<file path="src/hw/rtl/rgbhsl_pkg.sv">
package rgbhsl_pkg;

    localparam int CHANNEL_BITS_DEF = 8;

endpackage

</file>
<file path="src/hw/rtl/rgbhsl_front.sv">
// Stage 0: finds the extremes and forms the luminance, the gray flag, the numerators and the denominators.
module rgbhsl_front #(
    parameter int CB = rgbhsl_pkg::CHANNEL_BITS_DEF
) (
    input  logic            i_clk,
    input  logic            i_rst_n,
    input  logic            i_vld,
    input  logic [CB-1:0]   i_r,
    input  logic [CB-1:0]   i_g,
    input  logic [CB-1:0]   i_b,
    output logic            o_vld,
    output logic            o_gray,
    output logic [CB-1:0]   o_lum,
    output logic [CB+2:0]   o_hnum,
    output logic [CB+2:0]   o_hden,
    output logic [CB-1:0]   o_snum,
    output logic [CB:0]     o_sden
);
    localparam logic [CB:0] FULL = {1'b0, {CB{1'b1}}};

    logic [CB-1:0] mx, mn, d;
    logic [CB:0]   s;
    logic [CB+2:0] six_d, n;
    logic signed [CB+3:0] nt;

    logic          r_vld, r_gray;
    logic [CB-1:0] r_lum, r_snum;
    logic [CB+2:0] r_hnum, r_hden;
    logic [CB:0]   r_sden;

    always_comb begin
        mx = (i_r >= i_g) ? i_r : i_g;
        if (i_b > mx) mx = i_b;
        mn = (i_r <= i_g) ? i_r : i_g;
        if (i_b < mn) mn = i_b;
        d = mx - mn;
        s = {1'b0, mx} + {1'b0, mn};
        six_d = {1'b0, d, 2'b00} + {2'b00, d, 1'b0};
        if (i_r == mx) begin
            nt = $signed({4'b0, i_g}) - $signed({4'b0, i_b});
        end else if (i_g == mx) begin
            nt = $signed({4'b0, i_b}) - $signed({4'b0, i_r}) + $signed({3'b0, d, 1'b0});
        end else begin
            nt = $signed({4'b0, i_r}) - $signed({4'b0, i_g}) + $signed({2'b0, d, 2'b0});
        end
        if (nt < 0) nt = nt + $signed({1'b0, six_d});
        n = nt[CB+2:0];
    end

    always_ff @(posedge i_clk) begin
        if (!i_rst_n) begin
            r_vld <= 1'b0;
        end else begin
            r_vld <= i_vld;
        end
        r_gray <= (d == '0);
        r_lum  <= s[CB:1];
        r_snum <= d;
        r_sden <= (s <= FULL) ? s : ({FULL[CB-1:0], 1'b0} - s);
        r_hnum <= n;
        r_hden <= six_d;
    end

    assign o_vld  = r_vld;
    assign o_gray = r_gray;
    assign o_lum  = r_lum;
    assign o_hnum = r_hnum;
    assign o_hden = r_hden;
    assign o_snum = r_snum;
    assign o_sden = r_sden;
endmodule

</file>
<file path="src/hw/rtl/rgbhsl_div.sv">
// Pipelined restoring divider for floor(num * (2^CB - 1) / den), one
// quotient bit per stage. The quotient is known to fit in CB bits.
module rgbhsl_div #(
    parameter int CB = rgbhsl_pkg::CHANNEL_BITS_DEF,
    parameter int NW = CB + 3
) (
    input  logic            i_clk,
    input  logic [NW-1:0]   i_num,
    input  logic [NW-1:0]   i_den,
    output logic [CB-1:0]   o_quo
);
    localparam int PW = NW + CB;

    logic [PW-1:0] r_rem [CB+1];
    logic [NW-1:0] r_den [CB+1];
    logic [CB-1:0] r_quo [CB+1];

    always_ff @(posedge i_clk) begin
        r_rem[0] <= {i_num, {CB{1'b0}}} - {{CB{1'b0}}, i_num};
        r_den[0] <= i_den;
        r_quo[0] <= '0;
    end

    for (genvar k = 0; k < CB; k++) begin : g_stage
        localparam int SH = CB - 1 - k;
        logic [PW+CB-1:0] dsh;
        assign dsh = {{CB{1'b0}}, {PW-NW{1'b0}}, r_den[k]} << SH;
        always_ff @(posedge i_clk) begin
            if ({{CB{1'b0}}, r_rem[k]} >= dsh) begin
                r_rem[k+1] <= r_rem[k] - dsh[PW-1:0];
                r_quo[k+1] <= r_quo[k] | (CB'(1) << SH);
            end else begin
                r_rem[k+1] <= r_rem[k];
                r_quo[k+1] <= r_quo[k];
            end
            r_den[k+1] <= r_den[k];
        end
    end

    assign o_quo = r_quo[CB];
endmodule

</file>
<file path="src/hw/rtl/rgb_to_hsl_converter.sv">
// Channel  | Direction | Ports
// pixel    | in        | i_start, o_busy, i_red, i_green, i_blue
// result   | out       | o_strobe, o_hue, o_saturation, o_luminosity
//
// One pixel is accepted every cycle; o_busy is always low.
// The path runs through one front stage, the product stage
// and one stage per quotient bit of the two dividers.
// Reset clears only the valid bits of the pipeline.
// The receiver cannot stall, so the pipeline never holds.
module rgb_to_hsl_converter #(
    parameter int CHANNEL_BITS = rgbhsl_pkg::CHANNEL_BITS_DEF
) (
    input  logic                    i_clk,
    input  logic                    i_rst_n,
    input  logic                    i_start,
    output logic                    o_busy,
    input  logic [CHANNEL_BITS-1:0] i_red,
    input  logic [CHANNEL_BITS-1:0] i_green,
    input  logic [CHANNEL_BITS-1:0] i_blue,
    output logic                    o_strobe,
    output logic [CHANNEL_BITS-1:0] o_hue,
    output logic [CHANNEL_BITS-1:0] o_saturation,
    output logic [CHANNEL_BITS-1:0] o_luminosity
);
    localparam int CB = CHANNEL_BITS;
    localparam int LAT = CB + 1;

    logic          f_vld, f_gray;
    logic [CB-1:0] f_lum, f_snum, hq, sq;
    logic [CB+2:0] f_hnum, f_hden;
    logic [CB:0]   f_sden;

    logic [LAT-1:0] r_vld, r_gray;
    logic [CB-1:0]  r_lum [LAT];

    rgbhsl_front #(.CB(CB)) u_front (
        .i_clk(i_clk), .i_rst_n(i_rst_n), .i_vld(i_start),
        .i_r(i_red), .i_g(i_green), .i_b(i_blue),
        .o_vld(f_vld), .o_gray(f_gray), .o_lum(f_lum),
        .o_hnum(f_hnum), .o_hden(f_hden), .o_snum(f_snum), .o_sden(f_sden)
    );

    rgbhsl_div #(.CB(CB), .NW(CB + 3)) u_hdiv (
        .i_clk(i_clk), .i_num(f_hnum), .i_den(f_hden), .o_quo(hq)
    );

    rgbhsl_div #(.CB(CB), .NW(CB + 1)) u_sdiv (
        .i_clk(i_clk), .i_num({1'b0, f_snum}), .i_den(f_sden), .o_quo(sq)
    );

    always_ff @(posedge i_clk) begin
        if (!i_rst_n) begin
            r_vld <= '0;
        end else begin
            r_vld <= {r_vld[LAT-2:0], f_vld};
        end
        r_gray <= {r_gray[LAT-2:0], f_gray};
        r_lum[0] <= f_lum;
        for (int k = 1; k < LAT; k++) r_lum[k] <= r_lum[k-1];
    end

    assign o_busy       = 1'b0;
    assign o_strobe     = r_vld[LAT-1];
    assign o_hue        = r_gray[LAT-1] ? {CB{1'b1}} : hq;
    assign o_saturation = r_gray[LAT-1] ? '0 : sq;
    assign o_luminosity = r_lum[LAT-1];
endmodule

</file>
<file path="config.mk">
export PLATFORM = sky130hd
export DESIGN_NAME = rgb_to_hsl_converter
export DESIGN_NICKNAME = d
export VERILOG_FILES = /design/src/hw/rtl/rgbhsl_pkg.sv /design/src/hw/rtl/rgbhsl_front.sv /design/src/hw/rtl/rgbhsl_div.sv /design/src/hw/rtl/rgb_to_hsl_converter.sv
export SDC_FILE = /design/constraint.sdc
export NUM_CORES = 1
export LEC_CHECK = 0
export ABC_CLOCK_PERIOD_IN_PS = 9400
export BUFFER_PORTS_ARGS = -buffer_cell sky130_fd_sc_hd__buf_2
export CAP_MARGIN = 25
export CORE_MARGIN = 2
export CORE_UTILIZATION = 35
export CTS_CLUSTER_DIAMETER = 30
export DETAILED_ROUTE_END_ITERATION = 8
export PLACE_DENSITY = 0.55
export SKIP_LAST_GASP = 1
export SYNTH_ARGS = -nofsm -noshare
export SYNTH_HDL_FRONTEND = slang
export SYNTH_SLANG_ARGS = --single-unit
</file>
<file path="constraint.sdc">
create_clock -name i_clk -period 9.4 [get_ports i_clk]
set_input_delay 1.41 -clock i_clk [delete_from_list [all_inputs] [get_ports i_clk]]
set_output_delay 1.41 -clock i_clk [all_outputs]
set_load 0.01 [all_outputs]
</file>
==> results of run 1 <==
-- final timing paths --
path	start	to	slack, ps	cells past startpoint
max reg2reg	u_hdiv.r_den[0][2]	u_hdiv.r_rem[1][11]	5750	12
max	i_green[4]	u_front.o_hnum[10]	700	34
min	u_hdiv.r_quo[2][6]	u_hdiv.r_quo[3][6]	310	0
min reg2reg	u_hdiv.r_quo[2][6]	u_hdiv.r_quo[3][6]	310	0
-- registers in the layout, indices dropped and copies added (netlist names) --
signal	count
r_gray	9
r_lum	72
r_vld	9
u_front.o_gray	1
u_front.o_hden	9
u_front.o_hnum	11
u_front.o_lum	8
u_front.o_sden	8
u_front.o_snum	8
u_front.o_vld	1
u_hdiv.r_den	72
u_hdiv.r_quo	36
u_hdiv.r_rem	152
u_sdiv.r_den	64
u_sdiv.r_quo	36
u_sdiv.r_rem	136
-- worst max-delay path: cells and delay by family --
| family | cells | cell delay [ps] |
|---|---|---|
| compound gates | 15 | 2690 |
| buf+inv | 5 | 800 |
| mux | 1 | 330 |
| simple gates | 4 | 1380 |
| xor+xnor | 4 | 970 |
| fa+ha+maj | 5 | 1670 |
-- Yosys cell counts (all sizes together), types with 3 or more instances --
library cell | number | area share [%]
dfxtp | 632 | 46
inv | 315 | 4.3
ha | 248 | 11
o21ai | 172 | 3.2
nor2 | 171 | 2.4
nand2 | 169 | 2.3
a21oi | 154 | 2.9
xnor2 | 131 | 4.2
xor2 | 64 | 2.0
nor2b | 61 | 1.4
nor3 | 57 | 1.1
a21o | 53 | 1.5
a21boi | 44 | 1.2
nand3 | 44 | 0.87
mux2i | 42 | 1.5
nor4 | 36 | 0.84
mux2 | 33 | 1.5
nand2b | 33 | 0.75
o31ai | 30 | 0.84
nand4 | 28 | 0.72
o21a | 25 | 0.69
clkbuf | 23 | 0.32
fa | 23 | 1.7
and2 | 21 | 0.48
buf | 21 | 0.57
or3 | 20 | 0.47
a211oi | 17 | 0.53
o21bai | 17 | 0.47
or2 | 10 | 0.23
and3 | 8 | 0.19
a31oi | 7 | 0.32
nand4b | 7 | 0.22
or4 | 7 | 0.19
nor3b | 6 | 0.16
nor4b | 6 | 0.19
o32ai | 6 | 0.22
o311ai | 5 | 0.16
a311oi | 4 | 0.15
nand3b | 4 | 0.11
a211o | 3 | 0.096
o211ai | 3 | 0.10
o311a | 3 | 0.11
o31a | 3 | 0.096
-- metrics by stage --
| stage | worst slack, ps | utilization, % | area (um2) | std cells |
|---|---|---|---|---|
| finish | 699.2 | 42.48 | 32900 | 4082 |
| global route | 106.5 | 42.47 | 32900 | 4081 |
| CTS | 798.4 | 42.47 | 32900 | 4081 |
| detailed placement | 141.8 | 37.35 | 28940 | 3874 |
| global placement | 254.8 | 37.35 | 28940 | 3874 |
| floorplan | 700.8 | - | 27400 | 2799 |
-- logic make-up (layout without fill, tap and decap cells) --
group	after synthesis	in the layout	synth area share [%]
buf+inv	359	601	5.202
xor+xnor	195	195	6.234
other cells	1	3	0.01369
mux	75	75	2.987
compound gates	572	572	13.50
flops	632	632	46.18
simple gates	692	692	12.85
fa+ha+maj	272	272	13.04
-- final cells by class --
| type | instances | area [um2] |
|---|---|---|
| multi-input combinational | 1808 | 13330 |
| tap | 1040 | 1301 |
| inverter | 315 | 1182 |
| sequential | 632 | 12650 |
| timing repair buffer | 79 | 465.4 |
| antenna | 1 | 2.502 |
| clock inverter | 73 | 930.9 |
| clock buffer | 134 | 3035 |
| fill | 7572 | 44560 |
-- metal layers --
| metal | vias up | share of wire, % | GRT usage (%) |
|---|---|---|---|
| met5 | - | 0 | 0 |
| met4 | 0 | 3.1 | 6.019 |
| met3 | 116 | 3.9 | 2.717 |
| met2 | 257 | 49 | 24.38 |
| met1 | 8329 | 44 | 15.69 |
| li1 | 9875 | - | - |
-- layout by cell type, fill, tap and decap left out, types with 33 or more instances in the layout --
cell	Yosys	layout
a21boi_0	42	42
a21o_1	53	53
a21oi_1	151	151
buf_2	5	51
clkbuf_16	0	112
dfxtp_1	632	632
ha_1	248	248
inv_1	313	313
mux2i_1	42	42
nand2_1	168	168
nand2b_1	33	33
nand3_1	42	42
nor2_1	167	167
nor2b_1	60	60
nor3_1	56	55
nor4_1	35	35
o21ai_0	164	164
xnor2_1	131	131
xor2_1	64	64
==> results.py, run 1 <==
metrics = {
    "cts": {
        "cts_hold_buf": 0,
        "cts-root-buf": "clkbuf_16",
        "cts_made_buffers": 111,
        "cts-resized-gates": 0,
        "cts.path.max_buffers": 3,
        "cts_tree": "done",
        "htreeDepth": 3,
        "cts_setup_buffers": 0,
        "worstSkewPairLatency_ps": 650,
        "clk_pin_slew_ps": 50,
        "cts.sinks": 632,
    },
    "floorplanning": {
        "die_area_um2": 80530,
        "io_pins": 53,
        "die_h_um": 283.8,
        "std_cell_rows": 102,
        "start_util_pct": 35.37,
        "die_w_um": 283.8,
        "core-area_um2": 77470,
    },
    "detailed_routing": {
        "drt_iter0_drc": 657,
        "dr_total_vias": 18580,
        "drc": 0,
        "wl_per_cell_um": 13.44,
        "drt-vias-per-instance": 4.551,
        "first_pass_iters": 5,
        "antenna_left": 0,
        "wl_mm": 54.85,
    },
    "grt": {
        "grt_use_total_pct": 13.64,
        "grt_max_degree": 26,
        "antenna_found_initial": 0,
        "grt_pass1_vias": 18660,
        "grt_first_pass_wirelength_mm": 90.45,
        "overflow": 0,
    },
    "worst_setup_path": {
        "start_kind": "input port",
        "worstSetupPathType": "input port to flip-flop",
        "max_stage_delay_ps": 570,
        "crit_path_max_fanout": 15,
        "cp_common_cell": "a21oi_1",
        "required_ps": 9980,
        "worstPathArrival_ps": 9280,
        "critical_path.slowest_cell": "xnor2_1",
        "critPathCaptureType": "flip-flop",
    },
    "layout": {
        "area_growth_pct": 20.10,
        "nNetsFinal": 3245,
        "drive_above_1_share_pct": 11.97,
    },
    "sta": {
        "drv_slew": 0,
        "fin_skew_ps": 22.62,
        "fin_crit_sh_pct": 92.56,
        "fin_hold_ws_ps": 314.0,
        "hold_viol": 0,
        "fmax_ghz": 0.1149,
        "tightest_slew_ps": 950.1,
        "grt_setup_unrepaired": "false",
        "setup_viol": 0,
        "totalNegativeSetupSlack_ps": 0,
        "finalCriticalPeriod_ps": 8701,
        "relSlewSlack_pct": 36.42,
    },
    "synthesis": {
        "netlist_instances": 2798,
        "synth-seq-cells": 632,
        "ys_types": 99,
        "syn-mean-instance-area_um2": 9.792,
        "synth-async-reset-ratio_pct": 0,
        "syn_area_um2": 27400,
        "synth_top_flop_cell": "dfxtp_1",
        "yosysWarnings": 0,
        "ys_seq_area_share_pct": 46.18,
        "synth_edf_count": 0,
    },
    "run": {
        "cap_violations": 0,
    },
    "placed_design": {
        "place.detailed.hpwl_mm": 42.37,
        "port_buffers": 51,
        "gp_congestion": 0.8656,
    },
    "min_path": {
        "worst_hold_path_type": "flip-flop to flip-flop",
    },
    "status": {
        "status": "finished clean",
    },
}
Power of run 1 is not shown: default switching activity piles up to over one toggle a cycle in this logic, so the estimate is an artifact.
==> run 2: changes to the inputs <==
- BUFFER_PORTS_ARGS: -buffer_cell sky130_fd_sc_hd__buf_2 -> unset
- DONT_BUFFER_PORTS: unset -> 1
- PLACE_DENSITY: 0.55 -> 0.54
==> results.py, run 2 (synthesis gave the netlist of run 1 again) <==
metrics = {
    "detailed_routing": {
        "drt_iter0_drc": 821,
        "dr_total_vias": 18920,
        "drt-vias-per-instance": 4.733,
        "wl_per_cell_um": 14.58,
        "first_pass_iters": 5,
        "drc": 0,
        "wl_mm": 58.27,
        "antenna_left": 0,
    },
    "sta": {
        "fmax_ghz": 0.1138,
        "hold_viol": 0,
        "relSlewSlack_pct": 37.01,
        "fin_crit_sh_pct": 93.45,
        "drv_slew": 0,
        "setup_viol": 0,
        "grt_setup_unrepaired": "false",
        "finalCriticalPeriod_ps": 8785,
        "totalNegativeSetupSlack_ps": 0,
        "fin_hold_ws_ps": 310.1,
        "tightest_slew_ps": 941.4,
        "fin_skew_ps": 25.05,
    },
    "worst_setup_path": {
        "start_kind": "input port",
        "critical_path.slowest_cell": "xnor2_1",
        "required_ps": 9960,
        "worstPathArrival_ps": 9350,
        "worstSetupPathType": "input port to flip-flop",
        "critPathCaptureType": "flip-flop",
        "r2r_start": "u_hdiv.r_den[0][24]",
        "crit_path_max_fanout": 19,
        "max_stage_delay_ps": 690,
        "cp-startpoint": "i_green[4]",
    },
    "floorplanning": {
        "start_util_pct": 35.37,
        "die_h_um": 283.8,
        "std_cell_rows": 102,
        "die_w_um": 283.8,
        "io_pins": 53,
        "die_area_um2": 80530,
        "core-area_um2": 77470,
    },
    "cts": {
        "cts.sinks": 632,
        "cts_setup_buffers": 0,
        "htreeDepth": 3,
        "worstSkewPairLatency_ps": 640,
        "cts.path.max_buffers": 3,
        "clk_pin_slew_ps": 60,
        "cts-root-buf": "clkbuf_16",
        "cts_tree": "done",
        "cts_made_buffers": 100,
        "cts_hold_buf": 0,
        "cts-resized-gates": 0,
    },
    "grt": {
        "antenna_found_initial": 0,
        "grt_pass1_vias": 19570,
        "grt_max_degree": 26,
        "grt_first_pass_wirelength_mm": 94.85,
        "grt_use_total_pct": 14.27,
        "overflow": 0,
    },
    "placed_design": {
        "dpl_cell_area_um2": 28570,
        "port_buffers": 0,
        "place.detailed.hpwl_mm": 45.77,
        "gp_congestion": 0.8966,
    },
    "layout": {
        "diodes": 0,
        "top_register": "u_hdiv.r_rem",
        "top_regs": "u_hdiv.r_rem: 152 flops, u_sdiv.r_rem: 136 flops",
        "area_growth_pct": 17.13,
        "nNetsFinal": 3170,
        "largest_reg_flops": 152,
        "drive_above_1_share_pct": 9.334,
        "design_area_um2": 32090,
        "most-common-layout-cells": "dfxtp_1, inv_1, ha_1",
        "final_common_cell": "dfxtp_1",
    },
    "run": {
        "cap_violations": 0,
    },
    "min_path": {
        "worst_hold_path_type": "flip-flop to flip-flop",
        "hp-start": "u_hdiv.r_quo[3][6]",
    },
    "status": {
        "status": "finished clean",
    },
}
==> run 2: worst max-delay path, delay by kind of cell <==
family	cells	cell delay (ps)
and+or+nand+nor	7	2260
xor gates and xnor gates	4	1100
AOI/OAI and AO/OA	11	2320
buffers and inverters	1	160
adders and majority gates	5	1670
muxes	1	410
==> run 2: final timing paths <==
kind                                            to  slack, ps  cells after the start
worst max register to register  u_hdiv.r_rem[3][9]       5660                     12
worst max-delay path            u_front.o_hnum[10]        620                     29
worst min-delay path            u_hdiv.r_quo[4][6]        310                      0
worst min register to register  u_hdiv.r_quo[4][6]        310                      0
==> run 2: cell type report <==
cell class	count	area, um2
clock buffer	120	2689
clock inverter	67	824.5
fill	7447	45380
inverter	315	1182
multi-input combinational	1808	13330
sequential	632	12650
tap	1040	1301
timing repair buffer	15	112.6
==> run 2: per-stage QoR <==
stage,utilization [%],setup slack [ps],instances
finish,41.43,615.3,3997
global route,41.43,68.81,3997
CTS,41.42,724.6,3996
detailed placement,36.88,83.43,3809
global placement,36.88,242.8,3809
floorplan,-,700.8,2799
==> run 2: metal layers <==
layer,global-route usage (%),part of all wire (%),vias up
met2,26.75,51,349
met1,15.33,42,8749
met3,3.006,4.2,124
met4,6.177,3.2,0
li1,-,-,9695
met5,0,0,-
Power of run 2 is left out for the same reason.
